`src/hdl/tsp2lb_pkg.sv`:
```
// Shared types and constants for the edge-pair TSP lower bound block.
package tsp2lb_pkg;

  localparam int unsigned CostW   = 16;
  localparam int unsigned MarkW   = 2;
  localparam int unsigned RowSumW = CostW + 1;
  localparam int unsigned TotalW  = 23;
  localparam int unsigned BoundW  = 22;

  localparam logic [TotalW-1:0] TotalMax = '1;
  localparam logic [BoundW-1:0] BoundMax = '1;

  // Edge marks; the unused code behaves like excluded.
  typedef enum logic [MarkW-1:0] {
    MarkFree = 2'd0,
    MarkIncl = 2'd1,
    MarkExcl = 2'd2
  } mark_e;

  // Classified matrix entry handed from the front to the back.
  typedef struct packed {
    logic [CostW-1:0] cost;
    logic             is_free;
    logic             is_incl;
    logic             close;
    logic             mend;
  } entry_t;

  // Closed row handed from the row stage to the accumulator.
  typedef struct packed {
    logic [RowSumW-1:0] sum;
    logic               ok;
    logic               mend;
  } row_t;

endpackage

```
`src/hdl/tsp2lb_front.sv`:
```
// Front end: accepts matrix entries, classifies them and queues them for the back end.
module tsp2lb_front #(
  parameter int unsigned COST_BITS = 16
) (
  input  logic                             clk_i,
  input  logic                             rst_ni,
  input  logic                             in_valid_i,
  output logic                             in_ready_o,
  input  logic [tsp2lb_pkg::CostW-1:0]     edge_cost_i,
  input  logic [tsp2lb_pkg::MarkW-1:0]     edge_mark_i,
  input  logic                             row_end_i,
  input  logic                             matrix_end_i,
  output logic                             ent_valid_o,
  output tsp2lb_pkg::entry_t               ent_o,
  input  logic                             ent_pop_i
);

  localparam int unsigned KeepBits = (COST_BITS < tsp2lb_pkg::CostW) ? COST_BITS
                                                                    : tsp2lb_pkg::CostW;
  localparam logic [tsp2lb_pkg::CostW-1:0] CostMask =
    tsp2lb_pkg::CostW'((33'(1) << KeepBits) - 33'(1));
  localparam int unsigned QDepth = 2;
  localparam int unsigned PtrW   = $clog2(QDepth);
  localparam int unsigned CntW   = $clog2(QDepth + 1);

  tsp2lb_pkg::entry_t ent_in;
  tsp2lb_pkg::entry_t queue_q [QDepth];
  logic [PtrW-1:0]    wr_ptr_q, wr_ptr_d, rd_ptr_q, rd_ptr_d;
  logic [CntW-1:0]    cnt_q, cnt_d;
  logic               push, pop;

  // Classify the entry; the unused mark code counts as excluded.
  always_comb begin
    ent_in.cost    = edge_cost_i & CostMask;
    ent_in.is_free = 1'b0;
    ent_in.is_incl = 1'b0;
    ent_in.close   = row_end_i | matrix_end_i;
    ent_in.mend    = matrix_end_i;
    case (tsp2lb_pkg::mark_e'(edge_mark_i))
      tsp2lb_pkg::MarkFree: ent_in.is_free = 1'b1;
      tsp2lb_pkg::MarkIncl: ent_in.is_incl = 1'b1;
      tsp2lb_pkg::MarkExcl: ;
      default: ;
    endcase
  end

  assign in_ready_o  = (cnt_q != CntW'(QDepth));
  assign push        = in_valid_i & in_ready_o;
  assign ent_valid_o = (cnt_q != '0);
  assign pop         = ent_valid_o & ent_pop_i;
  assign ent_o       = queue_q[rd_ptr_q];

  always_comb begin
    wr_ptr_d = push ? PtrW'(wr_ptr_q + 1'b1) : wr_ptr_q;
    rd_ptr_d = pop  ? PtrW'(rd_ptr_q + 1'b1) : rd_ptr_q;
    cnt_d    = cnt_q;
    if (push && !pop) begin
      cnt_d = CntW'(cnt_q + 1'b1);
    end else if (pop && !push) begin
      cnt_d = CntW'(cnt_q - 1'b1);
    end
  end

  always_ff @(posedge clk_i or negedge rst_ni) begin
    if (!rst_ni) begin
      wr_ptr_q <= '0;
      rd_ptr_q <= '0;
      cnt_q    <= '0;
    end else begin
      wr_ptr_q <= wr_ptr_d;
      rd_ptr_q <= rd_ptr_d;
      cnt_q    <= cnt_d;
    end
  end

  always_ff @(posedge clk_i) begin
    if (push) begin
      queue_q[wr_ptr_q] <= ent_in;
    end
  end

endmodule

```
`src/hdl/tsp2lb_back.sv`:
```
// Back end: per-row edge selection, bound accumulation and the result register.
module tsp2lb_back (
  input  logic                              clk_i,
  input  logic                              rst_ni,
  input  logic                              ent_valid_i,
  input  tsp2lb_pkg::entry_t                ent_i,
  output logic                              ent_pop_o,
  output logic                              out_valid_o,
  input  logic                              out_ready_i,
  output logic [tsp2lb_pkg::BoundW-1:0]     lower_bound_o,
  output logic                              no_bound_o
);

  localparam int unsigned CostW   = tsp2lb_pkg::CostW;
  localparam int unsigned RowSumW = tsp2lb_pkg::RowSumW;
  localparam int unsigned TotalW  = tsp2lb_pkg::TotalW;
  localparam int unsigned BoundW  = tsp2lb_pkg::BoundW;

  // Row state: two cheapest free edges and the first two included edges.
  logic [CostW-1:0] f1_q, f1_d, f1_n, f2_q, f2_d, f2_n;
  logic             f1v_q, f1v_d, f1v_n, f2v_q, f2v_d, f2v_n;
  logic [CostW-1:0] inc1_q, inc1_d, inc1_n, inc2_q, inc2_d, inc2_n;
  logic [1:0]       icnt_q, icnt_d, icnt_n;

  tsp2lb_pkg::row_t row_q, row_d, row_n;
  logic             row_v_q, row_v_d;

  logic [TotalW-1:0] acc_q, acc_d, out_total_q, out_total_d;
  logic              miss_q, miss_d, out_miss_q, out_miss_d;
  logic              out_valid_q, out_valid_d;

  logic              a_free, b_take, pop, out_load;
  logic [TotalW:0]   acc_sum;
  logic [TotalW-1:0] acc_sat;
  logic              miss_new;
  logic [TotalW-1:0] half_up;

  assign b_take    = row_v_q & (!row_q.mend | !out_valid_q | out_ready_i);
  assign a_free    = !row_v_q | b_take;
  assign pop       = ent_valid_i & (!ent_i.close | a_free);
  assign ent_pop_o = pop;

  // Fold the current entry into the row state, then form the row's sum over its chosen edge pair.
  always_comb begin
    f1_n   = f1_q;
    f1v_n  = f1v_q;
    f2_n   = f2_q;
    f2v_n  = f2v_q;
    inc1_n = inc1_q;
    inc2_n = inc2_q;
    icnt_n = icnt_q;
    if (ent_i.is_incl) begin
      case (icnt_q)
        2'd0: begin
          inc1_n = ent_i.cost;
          icnt_n = 2'd1;
        end
        2'd1: begin
          inc2_n = ent_i.cost;
          icnt_n = 2'd2;
        end
        default: ;
      endcase
    end
    if (ent_i.is_free) begin
      // A tie with the cheapest becomes the second cheapest.
      if (!f1v_q || ent_i.cost < f1_q) begin
        f2_n  = f1_q;
        f2v_n = f1v_q;
        f1_n  = ent_i.cost;
        f1v_n = 1'b1;
      end else if (!f2v_q || ent_i.cost < f2_q) begin
        f2_n  = ent_i.cost;
        f2v_n = 1'b1;
      end
    end

    row_n.mend = ent_i.mend;
    case (icnt_n)
      2'd0: begin
        row_n.sum = RowSumW'(f1_n) + RowSumW'(f2_n);
        row_n.ok  = f2v_n;
      end
      2'd1: begin
        row_n.sum = RowSumW'(inc1_n) + RowSumW'(f1_n);
        row_n.ok  = f1v_n;
      end
      default: begin
        row_n.sum = RowSumW'(inc1_n) + RowSumW'(inc2_n);
        row_n.ok  = 1'b1;
      end
    endcase
  end

  always_comb begin
    f1_d    = f1_q;
    f1v_d   = f1v_q;
    f2_d    = f2_q;
    f2v_d   = f2v_q;
    inc1_d  = inc1_q;
    inc2_d  = inc2_q;
    icnt_d  = icnt_q;
    row_d   = row_q;
    row_v_d = row_v_q & !b_take;
    if (pop) begin
      if (ent_i.close) begin
        // Hand the closed row on and start a clean row.
        row_d   = row_n;
        row_v_d = 1'b1;
        f1v_d   = 1'b0;
        f2v_d   = 1'b0;
        icnt_d  = 2'd0;
      end else begin
        f1_d   = f1_n;
        f1v_d  = f1v_n;
        f2_d   = f2_n;
        f2v_d  = f2v_n;
        inc1_d = inc1_n;
        inc2_d = inc2_n;
        icnt_d = icnt_n;
      end
    end
  end

  // Accumulate closed rows with saturation; load the result on the matrix end.
  always_comb begin
    acc_sum  = {1'b0, acc_q} + (row_q.ok ? (TotalW + 1)'(row_q.sum) : '0);
    acc_sat  = acc_sum[TotalW] ? tsp2lb_pkg::TotalMax : acc_sum[TotalW-1:0];
    miss_new = miss_q | !row_q.ok;
    out_load = b_take & row_q.mend;

    acc_d       = acc_q;
    miss_d      = miss_q;
    out_total_d = out_total_q;
    out_miss_d  = out_miss_q;
    out_valid_d = out_valid_q & !out_ready_i;
    if (b_take) begin
      if (row_q.mend) begin
        out_total_d = acc_sat;
        out_miss_d  = miss_new;
        out_valid_d = 1'b1;
        acc_d       = '0;
        miss_d      = 1'b0;
      end else begin
        acc_d  = acc_sat;
        miss_d = miss_new;
      end
    end
  end

  always_ff @(posedge clk_i or negedge rst_ni) begin
    if (!rst_ni) begin
      f1v_q       <= 1'b0;
      f2v_q       <= 1'b0;
      icnt_q      <= 2'd0;
      row_v_q     <= 1'b0;
      acc_q       <= '0;
      miss_q      <= 1'b0;
      out_valid_q <= 1'b0;
    end else begin
      f1v_q       <= f1v_d;
      f2v_q       <= f2v_d;
      icnt_q      <= icnt_d;
      row_v_q     <= row_v_d;
      acc_q       <= acc_d;
      miss_q      <= miss_d;
      out_valid_q <= out_valid_d;
    end
  end

  always_ff @(posedge clk_i) begin
    f1_q   <= f1_d;
    f2_q   <= f2_d;
    inc1_q <= inc1_d;
    inc2_q <= inc2_d;
    row_q  <= row_d;
    if (out_load) begin
      out_total_q <= out_total_d;
      out_miss_q  <= out_miss_d;
    end
  end

  // Half the total, rounded up, saturated to the bound width.
  assign half_up = TotalW'(out_total_q[TotalW-1:1]) + TotalW'(out_total_q[0]);

  assign out_valid_o   = out_valid_q;
  assign no_bound_o    = out_miss_q;
  assign lower_bound_o = out_miss_q     ? '0 :
                         half_up[BoundW] ? tsp2lb_pkg::BoundMax : half_up[BoundW-1:0];

endmodule

```
`src/hdl/tsp_two_edge_lower_bound_core.sv`:
```
// Top level of the edge-pair TSP lower bound block.
// Throughput: one matrix entry per cycle, sustained while the result is taken.
// Path: a matrix-end entry passes the queue register, the row stage and the
// accumulator/result register before its result is valid.
// A held result stalls the back end only when a further matrix end reaches it.
// Reset (async, active low) empties the queue and clears row state and totals.
module tsp_two_edge_lower_bound_core #(
  parameter int unsigned COST_BITS = 16
) (
  input  logic                              clk_i,
  input  logic                              rst_ni,
  input  logic                              in_valid_i,
  output logic                              in_ready_o,
  input  logic [tsp2lb_pkg::CostW-1:0]      edge_cost_i,
  input  logic [tsp2lb_pkg::MarkW-1:0]      edge_mark_i,
  input  logic                              row_end_i,
  input  logic                              matrix_end_i,
  output logic                              out_valid_o,
  input  logic                              out_ready_i,
  output logic [tsp2lb_pkg::BoundW-1:0]     lower_bound_o,
  output logic                              no_bound_o
);

  tsp2lb_pkg::entry_t ent;
  logic               ent_valid, ent_pop;

  tsp2lb_front #(
    .COST_BITS(COST_BITS)
  ) u_front (
    .clk_i       (clk_i),
    .rst_ni      (rst_ni),
    .in_valid_i  (in_valid_i),
    .in_ready_o  (in_ready_o),
    .edge_cost_i (edge_cost_i),
    .edge_mark_i (edge_mark_i),
    .row_end_i   (row_end_i),
    .matrix_end_i(matrix_end_i),
    .ent_valid_o (ent_valid),
    .ent_o       (ent),
    .ent_pop_i   (ent_pop)
  );

  tsp2lb_back u_back (
    .clk_i        (clk_i),
    .rst_ni       (rst_ni),
    .ent_valid_i  (ent_valid),
    .ent_i        (ent),
    .ent_pop_o    (ent_pop),
    .out_valid_o  (out_valid_o),
    .out_ready_i  (out_ready_i),
    .lower_bound_o(lower_bound_o),
    .no_bound_o   (no_bound_o)
  );

endmodule

```
`config.mk`:
```
export PLATFORM = sky130hd
export DESIGN_NAME = tsp_two_edge_lower_bound_core
export DESIGN_NICKNAME = d
export VERILOG_FILES = /design/src/hdl/tsp2lb_pkg.sv /design/src/hdl/tsp2lb_front.sv /design/src/hdl/tsp2lb_back.sv /design/src/hdl/tsp_two_edge_lower_bound_core.sv
export SDC_FILE = /design/constraint.sdc
export NUM_CORES = 1
export LEC_CHECK = 0
export BUFFER_PORTS_ARGS = -buffer_cell sky130_fd_sc_hd__buf_2
export CORE_MARGIN = 1.5
export CORE_UTILIZATION = 30
export CTS_BUF_LIST = sky130_fd_sc_hd__clkbuf_2 sky130_fd_sc_hd__clkbuf_4 sky130_fd_sc_hd__clkbuf_8
export DETAILED_ROUTE_END_ITERATION = 10
export PLACE_DENSITY = 0.45
export SLEW_MARGIN = 20
export SYNTH_ARGS = -nofsm -noshare
export SYNTH_HDL_FRONTEND = slang
export SYNTH_SLANG_ARGS = --single-unit
```
`constraint.sdc`:
```
create_clock -name clk_i -period 5 [get_ports clk_i]
set_input_delay 0 -clock clk_i [delete_from_list [all_inputs] [get_ports clk_i]]
set_output_delay 0 -clock clk_i [all_outputs]
set_load 0.03 [all_outputs]
```
==> impl_metrics.csv <==
group,metric,value,unit
status,outcome,"completed",
final_layout,area_growth,27.3,%
route,postRouteAntennaNets,0,
final_layout,fillCellCount,3791,
cts,cts_sinks,181,
final_layout,drive_gt1_share,24.1,%
synth,ys_async_sr_fraction,18.8,%
placed_design,dp_hpwl,24200,um
die,start_util,30.5,%
synth,synth_area,11500,sq um
sta,timing.final.max_slew_violations,0,
cts,cts_tree,"built",
synth,syn_nets,1283,
die,core,37700,sq um
synth,ys_ff_latch,181,
synth,synth.distinct_cells,68,
route,dr.pass1.iters,5,
route,drc_errors,0,
sta,clock.fmax,205,MHz
global_route,grt_max_degree,42,
global_route,first_global_vias,9185,
synth,synth_edf_count,147,
setup_path,critical_path.most_common_cell,"and3_4",
die,die_y,199,um
synth,synth_cells,1172,
setup_path,cpLargestDelayFamily,"compound AO/OA/AOI/OAI gates",
sta,post-route-period-util,97.4,%
sta,relSlewSlack,32.1,%
sta,tns,0,ns
die,dieArea,39500,sq um
cts,cts_buffer_depth,2,
synth,synth_seq_area_share,45.8,%
route,viasPerCell,5.00,
global_route,grt_pass1_wl,50000,um
route,routed_wl,32500,um
cts,clk_pin_slew,0.11,ns
placed_design,pre_cts_ws,-0.129,ns
final_layout,layout_commonest_cell,"edfxtp_1",
sta,hold_violations,0,
setup_path,crit_path_cell_trace,"clkbuf_16, mux2i_4, inv_2, ha_4, nand2_1, a21oi_1, o211ai_1, a2111oi_4, or2_4, buf_12, a31oi_4, o22a_1, ha_2, fa_2, a21oi_2, nand4b_1, and3_4, or4_4, nand3_4, and3_4, o41a_1",
cts,htreeDepth,4,
synth,ys.flop_type,"edfxtp_1",
placed_design,routabilityCongestion,0.825,
min_path,hold_path_class,"input pin to async pin",
sta,post-route-min-period,4.87,ns
sta,worst_slew_pin_slew,1.02,ns
die,fp.dieW,199,um
sta,rsz0062_at_grt,"yes",
setup_path,start_kind,"register",
global_route,grtUsageTotal,16.5,%
die,rows,71,
cts,cts-root-buf,"clkbuf_8",
setup_path,critical_path_class,"register to register",
final_layout,fin_nets,1465,
setup_path,worstPathArrival,5.10,ns
setup_path,cp_max_fo,6,
sta,fin_skew,0.0177,ns
die,boundaryPins,49,
route,wl_per_cell,17.3,um
run,cap_violations,0,
setup_path,critPathMaxStageDelay,0.44,ns
final_layout,layout_common_cells,"edfxtp_1 (147), buf_4 (129), nand2_1 (120), inv_1 (82), a21oi_1 (73)",
synth,yosys_warnings,0,
setup_path,critPathRequiredTime,5.24,ns
synth,synth.avg_cell_area,9.80,sq um
setup_path,endpoint_kind,"register",
cts,cts_made_buffers,17,
global_route,grt_overflow,0,
sta,setup_viol,0,
final_layout,antennaDiodeCount,0,
sta,finalWorstSetupSlack,0.132,ns
placed_design,numPortBuffers,48,
setup_path,crit_slowest_cell,"dfrtp_2",
global_route,antenna_found_initial,0,
setup_path,path_buf_inv,3,
route,vias,9385,
sta,hold_ws,0.176,ns
route,drt_iter0_markers,525,
cts,clock_latency,0.49,ns
final_layout,utilization,38.8,%
[synthesized netlist by cell type (all sizes together) (6+ instances only)]
library cell	number	area, sq um
a211oi	13	97.6
a21o	15	113
a21oi	80	404
a31oi	6	52.6
a41oi	18	158
and2	20	125
and3	19	119
buf	11	63.8
clkbuf	36	135
dfrtp	34	851
edfxtp	147	4410
ha	84	1050
inv	93	349
mux2	6	67.6
mux2i	26	260
nand2	120	450
nand2b	6	37.5
nand3	30	150
nand4	10	62.6
nor2	80	300
nor2b	8	50.1
nor3	48	245
o21a	8	60.1
o21ai	88	444
o21bai	9	67.6
o22a	16	140
o31ai	23	173
or2	7	43.8
xnor2	24	210
xor2	30	263
[repair_timing]
| item | in CTS | in global routing |
|---|---|---|
| hold buffers | 24 | 0 |
| pin swaps | 6 | 44 |
| hold endpoints to repair | 78 | 0 |
| buffers inserted | 1 | 19 |
| endpoints found under the setup margin | 6 | 10 |
| resized for setup | 5 | 120 |
| gates cloned | 0 | 2 |
[final timing paths]
check	start	end	slack (ns)	cells after the start
worst max-delay path	u_front.rd_ptr_q	u_back.row_q[18]	0.13	21
worst min-delay path	rst_ni	u_back.row_v_q	0.18	2
worst max register to register	u_front.rd_ptr_q	u_back.row_q[18]	0.13	21
worst min register to register	u_back.acc_q[4]	u_back.acc_q[4]	0.51	2
max in group asynchronous	rst_ni	u_front.rd_ptr_q	4.19	2
min in group clk_i	edge_cost_i[13]	u_front.queue_q[0][17]	0.24	2
[per-stage QoR]
stage	instance area (sq um)	instances
final	14600	1878
after global routing	14600	1878
after CTS	13800	1859
after detailed placement	13100	1802
after global placement	13100	1802
after floorplan	11500	1172
[flip-flops by register name, indices dropped and copies added (netlist names), 2 cells and up]
register,flops
u_back.acc_q,23
u_back.f1_q,16
u_back.f2_q,16
u_back.icnt_q,2
u_back.inc1_q,16
u_back.inc2_q,16
u_back.out_total_q,23
u_back.row_q,19
u_front.cnt_q,2
u_front.queue_q,40
[kinds of logic after synthesis]
group	share of synthesized area (%)
flops	45.8
simple gates	14.6
buf+inv	4.77
compound gates	18.1
xor+xnor	4.12
fa+ha+maj	9.68
mux	2.85
[layout make-up]
type,instances,area (sq um),share of cell area [%]
Timing Repair Buffer,210,1620,11.1
Clock buffer,18,241,1.65
Inverter,93,349,2.39
Sequential cell,181,5270,36.0
Clock inverter,14,169,1.16
Tap cell,511,639,4.37
Multi-Input combinational cell,851,6340,43.4
[per-layer routing]
| metal | part of all wire, % | global-route usage (%) | up-vias |
|---|---|---|---|
| met1 | 47 | 21.3 | 4545 |
| met2 | 49 | 29.1 | 146 |
| met4 | 1.4 | 4.01 | 0 |
| met3 | 2.4 | 2.14 | 27 |
| li1 | - | - | 4667 |
| met5 | 0 | 0 | - |
Power is left out: the tool's default activity adds up to more than one toggle a clock period on the data nets, which glitch-free logic cannot reach.
